`src/rtl/rnde_pkg.sv`:
```
// Shared types, constants and color-distance functions for the RGB edge detector.
// No dependencies; used by the top level, rnde_window and rnde_classify by scoped names.
`timescale 1ns / 1ps

package rnde_pkg;

    // pixel, channel, distance and threshold widths
    localparam int PIX_W  = 24;
    localparam int CHAN_W = 8;
    localparam int DIST_W = 10;
    localparam int THR_W  = 10;

    // result field widths
    localparam int ROW_OUT_W = 7;
    localparam int COL_OUT_W = 8;
    localparam int TALLY_W   = 15;

    localparam logic [TALLY_W-1:0] TALLY_MAX = '1;
    localparam logic [THR_W-1:0] THR_RESET = 10'd200;

    // window geometry: nine pixels, row-major, centre in the middle
    localparam int WIN_N    = 9;
    localparam int WIN_CTR  = 4;

    // configuration register indexes
    typedef enum logic [0:0] {
        REG_THRESHOLD = 1'b0,
        REG_UNUSED    = 1'b1
    } rnde_reg_t;

    // position tag that travels with each word
    typedef struct packed {
        logic                 first;     // pixel at row 0, column 0
        logic                 emit;      // row and column both nonzero
        logic                 interior;  // row and column both at least 2
        logic                 last;      // last pixel of the frame
        logic [ROW_OUT_W-1:0] pix_row;   // row of the classified pixel
        logic [COL_OUT_W-1:0] pix_col;   // column of the classified pixel
    } rnde_tag_t;

    // 3x3 window, index = row * 3 + column
    typedef logic [WIN_N-1:0][PIX_W-1:0] rnde_win_t;

    function automatic logic [CHAN_W-1:0] chan_diff(input logic [CHAN_W-1:0] a,
                                                    input logic [CHAN_W-1:0] b);
        return (a > b) ? (a - b) : (b - a);
    endfunction

    // sum of absolute red, green and blue differences
    function automatic logic [DIST_W-1:0] colour_dist(input logic [PIX_W-1:0] a,
                                                      input logic [PIX_W-1:0] b);
        logic [CHAN_W-1:0] d_r;
        logic [CHAN_W-1:0] d_g;
        logic [CHAN_W-1:0] d_b;
        d_r = chan_diff(a[23:16], b[23:16]);
        d_g = chan_diff(a[15:8], b[15:8]);
        d_b = chan_diff(a[7:0], b[7:0]);
        return DIST_W'(d_r) + DIST_W'(d_g) + DIST_W'(d_b);
    endfunction

endpackage

```
`src/rtl/rnde_classify.sv`:
```
// Edge decision over the 3x3 window, per-frame edge tally and result register.
// Depends on rnde_pkg.
`timescale 1ns / 1ps

module rnde_classify (
    input  logic                            aclk,
    input  logic                            aresetn,
    input  logic [rnde_pkg::THR_W-1:0]      threshold,
    input  logic                            in_valid,
    output logic                            in_ready,
    input  rnde_pkg::rnde_tag_t             in_tag,
    input  rnde_pkg::rnde_win_t             in_window,
    output logic                            m_tvalid,
    input  logic                            m_tready,
    output logic [rnde_pkg::ROW_OUT_W-1:0]  res_row,
    output logic [rnde_pkg::COL_OUT_W-1:0]  res_col,
    output logic                            res_edge,
    output logic [rnde_pkg::TALLY_W-1:0]    res_tally,
    output logic                            res_last
);

    logic                            m_valid_reg, m_valid_next;
    logic [rnde_pkg::ROW_OUT_W-1:0]  row_reg;
    logic [rnde_pkg::COL_OUT_W-1:0]  col_reg;
    logic                            edge_reg;
    logic [rnde_pkg::TALLY_W-1:0]    tally_reg, tally_next;
    logic [rnde_pkg::TALLY_W-1:0]    tally_out_reg;
    logic                            last_reg;

    logic                            in_go;
    logic                            emit_go;
    logic                            is_edge;
    logic [rnde_pkg::TALLY_W-1:0]    tally_base;

    // words without a result pass straight through
    assign in_ready = !in_tag.emit || !m_valid_reg || m_tready;
    assign in_go    = in_valid && in_ready;
    assign emit_go  = in_go && in_tag.emit;

    // any neighbor farther than the threshold marks an interior pixel as an edge
    always_comb begin
        is_edge = 1'b0;
        for (int k = 0; k < rnde_pkg::WIN_N; k++) begin
            if (k != rnde_pkg::WIN_CTR) begin
                if (rnde_pkg::colour_dist(in_window[k], in_window[rnde_pkg::WIN_CTR])
                        > threshold) begin
                    is_edge = 1'b1;
                end
            end
        end
        is_edge = is_edge && in_tag.interior;
    end

    // saturating tally, cleared at the first pixel of a frame
    always_comb begin
        tally_base = in_tag.first ? '0 : tally_reg;
        tally_next = tally_base;
        if (in_tag.emit && is_edge && (tally_base != rnde_pkg::TALLY_MAX)) begin
            tally_next = tally_base + rnde_pkg::TALLY_W'(1);
        end
    end

    always_comb begin
        m_valid_next = m_valid_reg;
        if (emit_go) begin
            m_valid_next = 1'b1;
        end else if (m_tready) begin
            m_valid_next = 1'b0;
        end
    end

    always_ff @(posedge aclk) begin
        if (!aresetn) begin
            m_valid_reg <= 1'b0;
            tally_reg   <= '0;
        end else begin
            m_valid_reg <= m_valid_next;
            if (in_go) begin
                tally_reg <= tally_next;
            end
        end
    end

    // result register
    always_ff @(posedge aclk) begin
        if (emit_go) begin
            row_reg       <= in_tag.pix_row;
            col_reg       <= in_tag.pix_col;
            edge_reg      <= is_edge;
            tally_out_reg <= tally_next;
            last_reg      <= in_tag.last;
        end
    end

    assign m_tvalid  = m_valid_reg;
    assign res_row   = row_reg;
    assign res_col   = col_reg;
    assign res_edge  = edge_reg;
    assign res_tally = tally_out_reg;
    assign res_last  = last_reg;

endmodule

```
`config.mk`:
```
export PLATFORM = sky130hd
export DESIGN_NAME = rnde_classify
export DESIGN_NICKNAME = d
export VERILOG_FILES = /design/src/rtl/rnde_pkg.sv /design/src/rtl/rnde_classify.sv
export SDC_FILE = /design/constraint.sdc
export NUM_CORES = 1
export LEC_CHECK = 0
export BUFFER_PORTS_ARGS = -buffer_cell sky130_fd_sc_hd__buf_2
export CAP_MARGIN = 20
export CORE_MARGIN = 3
export CORE_UTILIZATION = 25
export DETAILED_ROUTE_END_ITERATION = 16
export GPL_TIMING_DRIVEN = 0
export HOLD_SLACK_MARGIN = 0.03
export PLACE_DENSITY = 0.45
export SYNTH_ARGS = -nofsm -noshare
export SYNTH_HDL_FRONTEND = slang
export SYNTH_SLANG_ARGS = --single-unit
```
`constraint.sdc`:
```
create_clock -name aclk -period 8.3 [get_ports aclk]
set_clock_uncertainty 0.2 [all_clocks]
set_input_delay 1.245 -clock aclk [delete_from_list [all_inputs] [get_ports aclk]]
set_output_delay 1.245 -clock aclk [all_outputs]
set_load 0.01 [all_outputs]
```
# After elaboration in Yosys (flattened, before gate mapping)
# Cells that the tools add are included.
[word_totals]
reg_bits = 48
input_bits = 249
out_inout_bits = 34
elab_cells = 151
[classes]
addsub = 65
magnitude_cmp = 32
n_eq_ne = 1
mux = 36
reduce_logical = 10
[ops]
columns = ["op", "count"]
rows = [
  ["$sub 8x8->8", 48],
  ["$gt 8x8->1", 24],
  ["$mux 8", 24],
  ["$add 9x8->10", 8],
  ["$gt 10x10->1", 8],
  ["$add 8x8->9", 8],
  ["$mux 15", 2],
  ["$add 15x1->15 const B", 1],
  ["$ne 15x15->1 const B", 1],
  ["$mux 1", 10],
  ["$logic_and 1x1->1", 5],
  ["$logic_not 1->1", 2],
  ["$logic_or 1x1->1", 2],
  ["$reduce_bool 2->1", 1],
]

# Longest topological paths before layout
[logic_depth]
depth_word = 17
depth_mapped = 33
mapped_depth_nobuf = 31

# Worst setup path after synthesis
# OpenSTA, ideal clock, no wires.
[synth_path]
kind = "in2reg"
from = "in in_window[105] (netlist bit)"
to = "reg tally_out_reg, in the netlist res_tally[1] (data pin)"
setup_ns = 0.262
arrival_time_ns = 7.135
required_ns = 7.838
slack_ns = 0.703
stages = 28
path_buffers = 2
cell_sequence = "inv_1 fa_1 nand3_1 a21oi_1 o32ai_1 buf_2 mux2_2 o21a_1 or2_2 fa_1 inv_1 ha_1 a21oi_1 o21bai_1 a21oi_1 nor2b_1 o21ai_0 nand2_1 xnor2_1 ha_1 o21ai_0 nor2_1 a2111oi_2 o22ai_2 a2111oi_4 a21oi_2 buf_6 mux2_1"
[synth_between]
elab_chain_len = 17
word_cells_on_any_way = 68
cone_classes = "32 x add/sub; 16 x order compare; 17 x mux; 3 x reduce/logical"
[synth_lines]
columns = ["item", "line", "rtl"]
rows = [
  ["start, declared", "rnde_classify.sv:12", "input rnde_pkg::rnde_win_t in_window,"],
  ["$sub 8x8->8 or $gt 8x8->1 (tied branches)", "rnde_pkg.sv:46", "return (a > b) ? (a - b) : (b - a);"],
  ["$mux 8", "rnde_pkg.sv:46", ""],
  ["$add 8x8->9", "rnde_pkg.sv:58", "return DIST_W'(d_r) + DIST_W'(d_g) + DIST_W'(d_b);"],
  ["$add 9x8->10", "rnde_pkg.sv:58", ""],
  ["$gt 10x10->1", "rnde_classify.sv:46", "> threshold) begin"],
  ["$mux 1 (7 in series)", "rnde_classify.sv:45", "if (rnde_pkg::colour_dist(in_window[k], in_window[rnde_pkg::WIN_CTR])"],
  ["$mux 1 (*)", "rnde_classify.sv:45", ""],
  ["$logic_and 1x1->1 (*)", "rnde_classify.sv:51", "is_edge = is_edge && in_tag.interior;"],
  ["$logic_and 1x1->1 (*) (2 in series)", "rnde_classify.sv:58", "if (in_tag.emit && is_edge && (tally_base != rnde_pkg::TALLY_MAX)) begin"],
  ["$mux 15 (*)", "rnde_classify.sv:58", ""],
  ["named net tally_next, one bit", "rnde_classify.sv:26", "logic [rnde_pkg::TALLY_W-1:0] tally_reg, tally_next;"],
  ["end signal, assigned", "rnde_classify.sv:90", "tally_out_reg <= tally_next;"],
  ["end, declared", "rnde_classify.sv:27", "logic [rnde_pkg::TALLY_W-1:0] tally_out_reg;"],
]
# Mark *: on every way through the listed nets, which the timed path passes. The rest lies on a longest branch.
# A chain may end at the register's enable or synchronous reset.

# Final worst setup path
[layout_path]
from = "in in_window[107] (netlist bit)"
to = "reg tally_out_reg, in the netlist res_tally[9] (data pin)"
# Same word-level chain as after synthesis.

==> flow_metrics.env <==
export IMPL_p_sw_frac=0.533
export IMPL_synth_avg_cell_area_sq_um=8.34
export IMPL_hold_start="tally_reg[1]"
export IMPL_rr_worst_depth=10
export IMPL_path_class="primary input to register"
export IMPL_r2r_start="tally_reg[1]"
export IMPL_postRouteAntennaNets=0
export IMPL_clk_pin_slew_ns=0.07
export IMPL_dpl_hpwl_um=69900
export IMPL_track_usage=0.175
export IMPL_drc=0
export IMPL_r2r_end="tally_reg[5]"
export IMPL_min_to="tally_reg[1]"
export IMPL_seqPwrFrac=0.043
export IMPL_row_count=109
export IMPL_h_tree_depth=2
export IMPL_ff_latch_area_sq_mm=0.00128
export IMPL_leakagePower_nw=13.3
export IMPL_synth_top_cell_area_share=0.276
export IMPL_drv_cap=0
export IMPL_p_switching_mw=3.35
export IMPL_slew_headroom=0.499
export IMPL_ys_warn_count=0
export IMPL_boundaryPins=283
export IMPL_synthFlopType="edfxtp_1"
export IMPL_area_delta_synth_final_pct=19.9
export IMPL_wl_per_cell_um=19.8
export IMPL_place_congestion=0.837
export IMPL_drive_above_1_share=0.200
export IMPL_worst_pin_slew_ns=0.752
export IMPL_synth_area_leader_cell="ha_1"
export IMPL_multiInputGateArea_sq_mm=0.0197
export IMPL_synth_area_sq_mm=0.0225
export IMPL_synth_seq_cells=48
export IMPL_cts_tree="built"
export IMPL_antenna_found_initial=23
export IMPL_cts_buffers=5
export IMPL_portBuffers=281
export IMPL_fp_coreArea_sq_mm=0.0888
export IMPL_globalRouteOverflowTotal=0
export IMPL_dp_cells=4148
export IMPL_cts_sinks=48
export IMPL_nFillCells=9544
export IMPL_insertion_delay_ns=0.29
export IMPL_period_needed_ns=7.97
export IMPL_finalSetupViolCount=0
export IMPL_yosysMostFrequentCell="ha_1"
export IMPL_die_w_um=306
export IMPL_cp_max_fo=9
export IMPL_synth_edff_count=32
export IMPL_fin_ws_ns=0.327
export IMPL_combPwrFrac=0.920
export IMPL_synthTopCellsByArea="ha_1, fa_1, inv_1"
export IMPL_drtPass1Iterations=5
export IMPL_clk_path_buf_depth=2
export IMPL_power_total_mw=6.28
export IMPL_place_ws_ns=-1.61
export IMPL_p_int_mw=2.93
export IMPL_syn_nets=3566
export IMPL_period_share=0.961
export IMPL_status="finished clean"
export IMPL_grt_start_max_net_pins=20
export IMPL_grt_pass1_vias=19900
export IMPL_drt_iter0_markers=970
export IMPL_maxSlewViolCount=0
export IMPL_ys_seq_area_frac=0.0569
export IMPL_final_nets=3961
export IMPL_power_density_mw_per_mm2=233
export IMPL_vias_per_cell=4.74
export IMPL_cp_data_arrival_time_ns=7.91
export IMPL_fin_setup_tns_ns=0
export IMPL_synthCells=2700
export IMPL_r2r_slack_ns=5.20
export IMPL_grt_first_pass_wirelength_um=124000
export IMPL_async_reset_ff_frac=0
export IMPL_hold_violations=0
export IMPL_initial_core_util=0.254
export IMPL_peakVddDrop_mv=0.165
export IMPL_synth_commonest_cells="ha_1, inv_1, a21oi_1"
export IMPL_cts_root_buffer="clkbuf_16"
export IMPL_synth_cell_type_count=87
export IMPL_clock_power_share=0.036
export IMPL_max_freq_mhz=125
export IMPL_hold_path_cell_count=1
export IMPL_worstPathRequired_ns=8.24
export IMPL_max_stage_delay_ns=0.54
export IMPL_worst_hold_path_type="register to register"
export IMPL_critPathLaunchType="primary input"
export IMPL_num_vias=20200
export IMPL_critPathSlowestCell="fa_1"
export IMPL_final_cells=4271
export IMPL_drt_total_wl_um=84700
export IMPL_endpoint_kind="register"
export IMPL_die_area_sq_mm=0.0937
export IMPL_chipHeight_um=306
==> power groups by stage <==
stage	registers [mW]	clock network, mW	logic (mW)
6_report	0.271	0.229	5.78
5_1_grt	0.272	0.245	6.50
4_1_cts	0.271	0.238	5.53
3_5_place_dp	0.277	0	5.39
3_3_place_gp	0.276	0	5.36
2_1_floorplan	0.282	0	4.06
==> routing by layer <==
metal  wire [um]  up-vias  GRT usage  part of all wire
li1            -    10300          -                 -
met3        3150       73     0.0143             0.037
met4        2100        6     0.0444             0.025
met5          42        -          0           0.00050
met1       38500     9469      0.230              0.45
met2       40900      404      0.307              0.48
==> critical path: cells and delay by family <==
family | cells | cell delay [ns]
XOR/XNOR | 1 | 0.14
multiplexers | 1 | 0.35
AND/OR/NAND/NOR | 6 | 0.83
AO/OA/AOI/OAI | 13 | 2.58
adder cells (fa/ha/maj) | 4 | 1.57
buffers and inverters | 7 | 1.19
==> stage by stage <==
step,hold slack [ns],instance area (sq um),utilization
finish,0.325,27000,0.304
global placement,0.306,25400,0.286
CTS,0.320,26200,0.295
detailed placement,0.307,25400,0.286
floorplan,0.272,22500,-
global route,0.357,27000,0.304
==> final cells by class <==
type / instances / share of cell area
Clock inverter: 3 / 0.00158
Tap cell: 1165 / 0.0540
Buffer: 51 / 0.00950
Multi-Input combinational cell: 2165 / 0.729
Clock buffer: 5 / 0.00463
Sequential cell: 48 / 0.0475
Inverter: 433 / 0.0631
Timing Repair Buffer: 391 / 0.0902
Antenna cell: 10 / 0.000927
==> placed cells by master (no fill, tap or decap), types with 16 or more instances in the layout <==
| cell | count |
|---|---|
| a211oi_1 | 29 |
| a21o_1 | 86 |
| a21oi_1 | 204 |
| a31oi_1 | 21 |
| buf_2 | 284 |
| buf_4 | 112 |
| clkbuf_1 | 19 |
| clkinvlp_4 | 21 |
| dfxtp_1 | 16 |
| edfxtp_1 | 32 |
| fa_1 | 119 |
| ha_1 | 496 |
| inv_1 | 412 |
| mux2_2 | 68 |
| mux2i_1 | 110 |
| nand2_1 | 99 |
| nand3_1 | 39 |
| nand4_1 | 65 |
| nor2_1 | 89 |
| nor2b_1 | 56 |
| nor3_1 | 40 |
| o211ai_1 | 16 |
| o21a_1 | 31 |
| o21ai_0 | 109 |
| o21bai_1 | 36 |
| xnor2_1 | 107 |
| xor2_1 | 64 |
==> what timing repair did <==
action	CTS	global route
hold buffers	0	0
resized for setup	44	88
gates cloned	0	0
pin swaps	4	21
setup buffers	49	59
setup endpoints to repair	31	31
==> worst max-delay path by stage <==
| stage | startpoint | end | depth (start not counted) |
|---|---|---|---|
| final | in_window[107] | res_tally[9] | 32 |
| after global routing | in_window[113] | res_tally[9] | 33 |
| after CTS | in_window[99] | res_tally[9] | 33 |
| after detailed placement | in_window[105] | tally_reg[9] | 30 |
| after global placement | in_window[105] | tally_reg[9] | 30 |
| after floorplan | in_window[105] | res_tally[1] | 28 |
==> logic make-up after synthesis <==
logic type,share of synthesized area
mux,0.0868
fa+ha+maj,0.383
simple gates,0.115
compound gates,0.201
flops,0.0569
buf+inv,0.0838
xor+xnor,0.0728
Note: power is estimated with default switching activity, not from simulation.
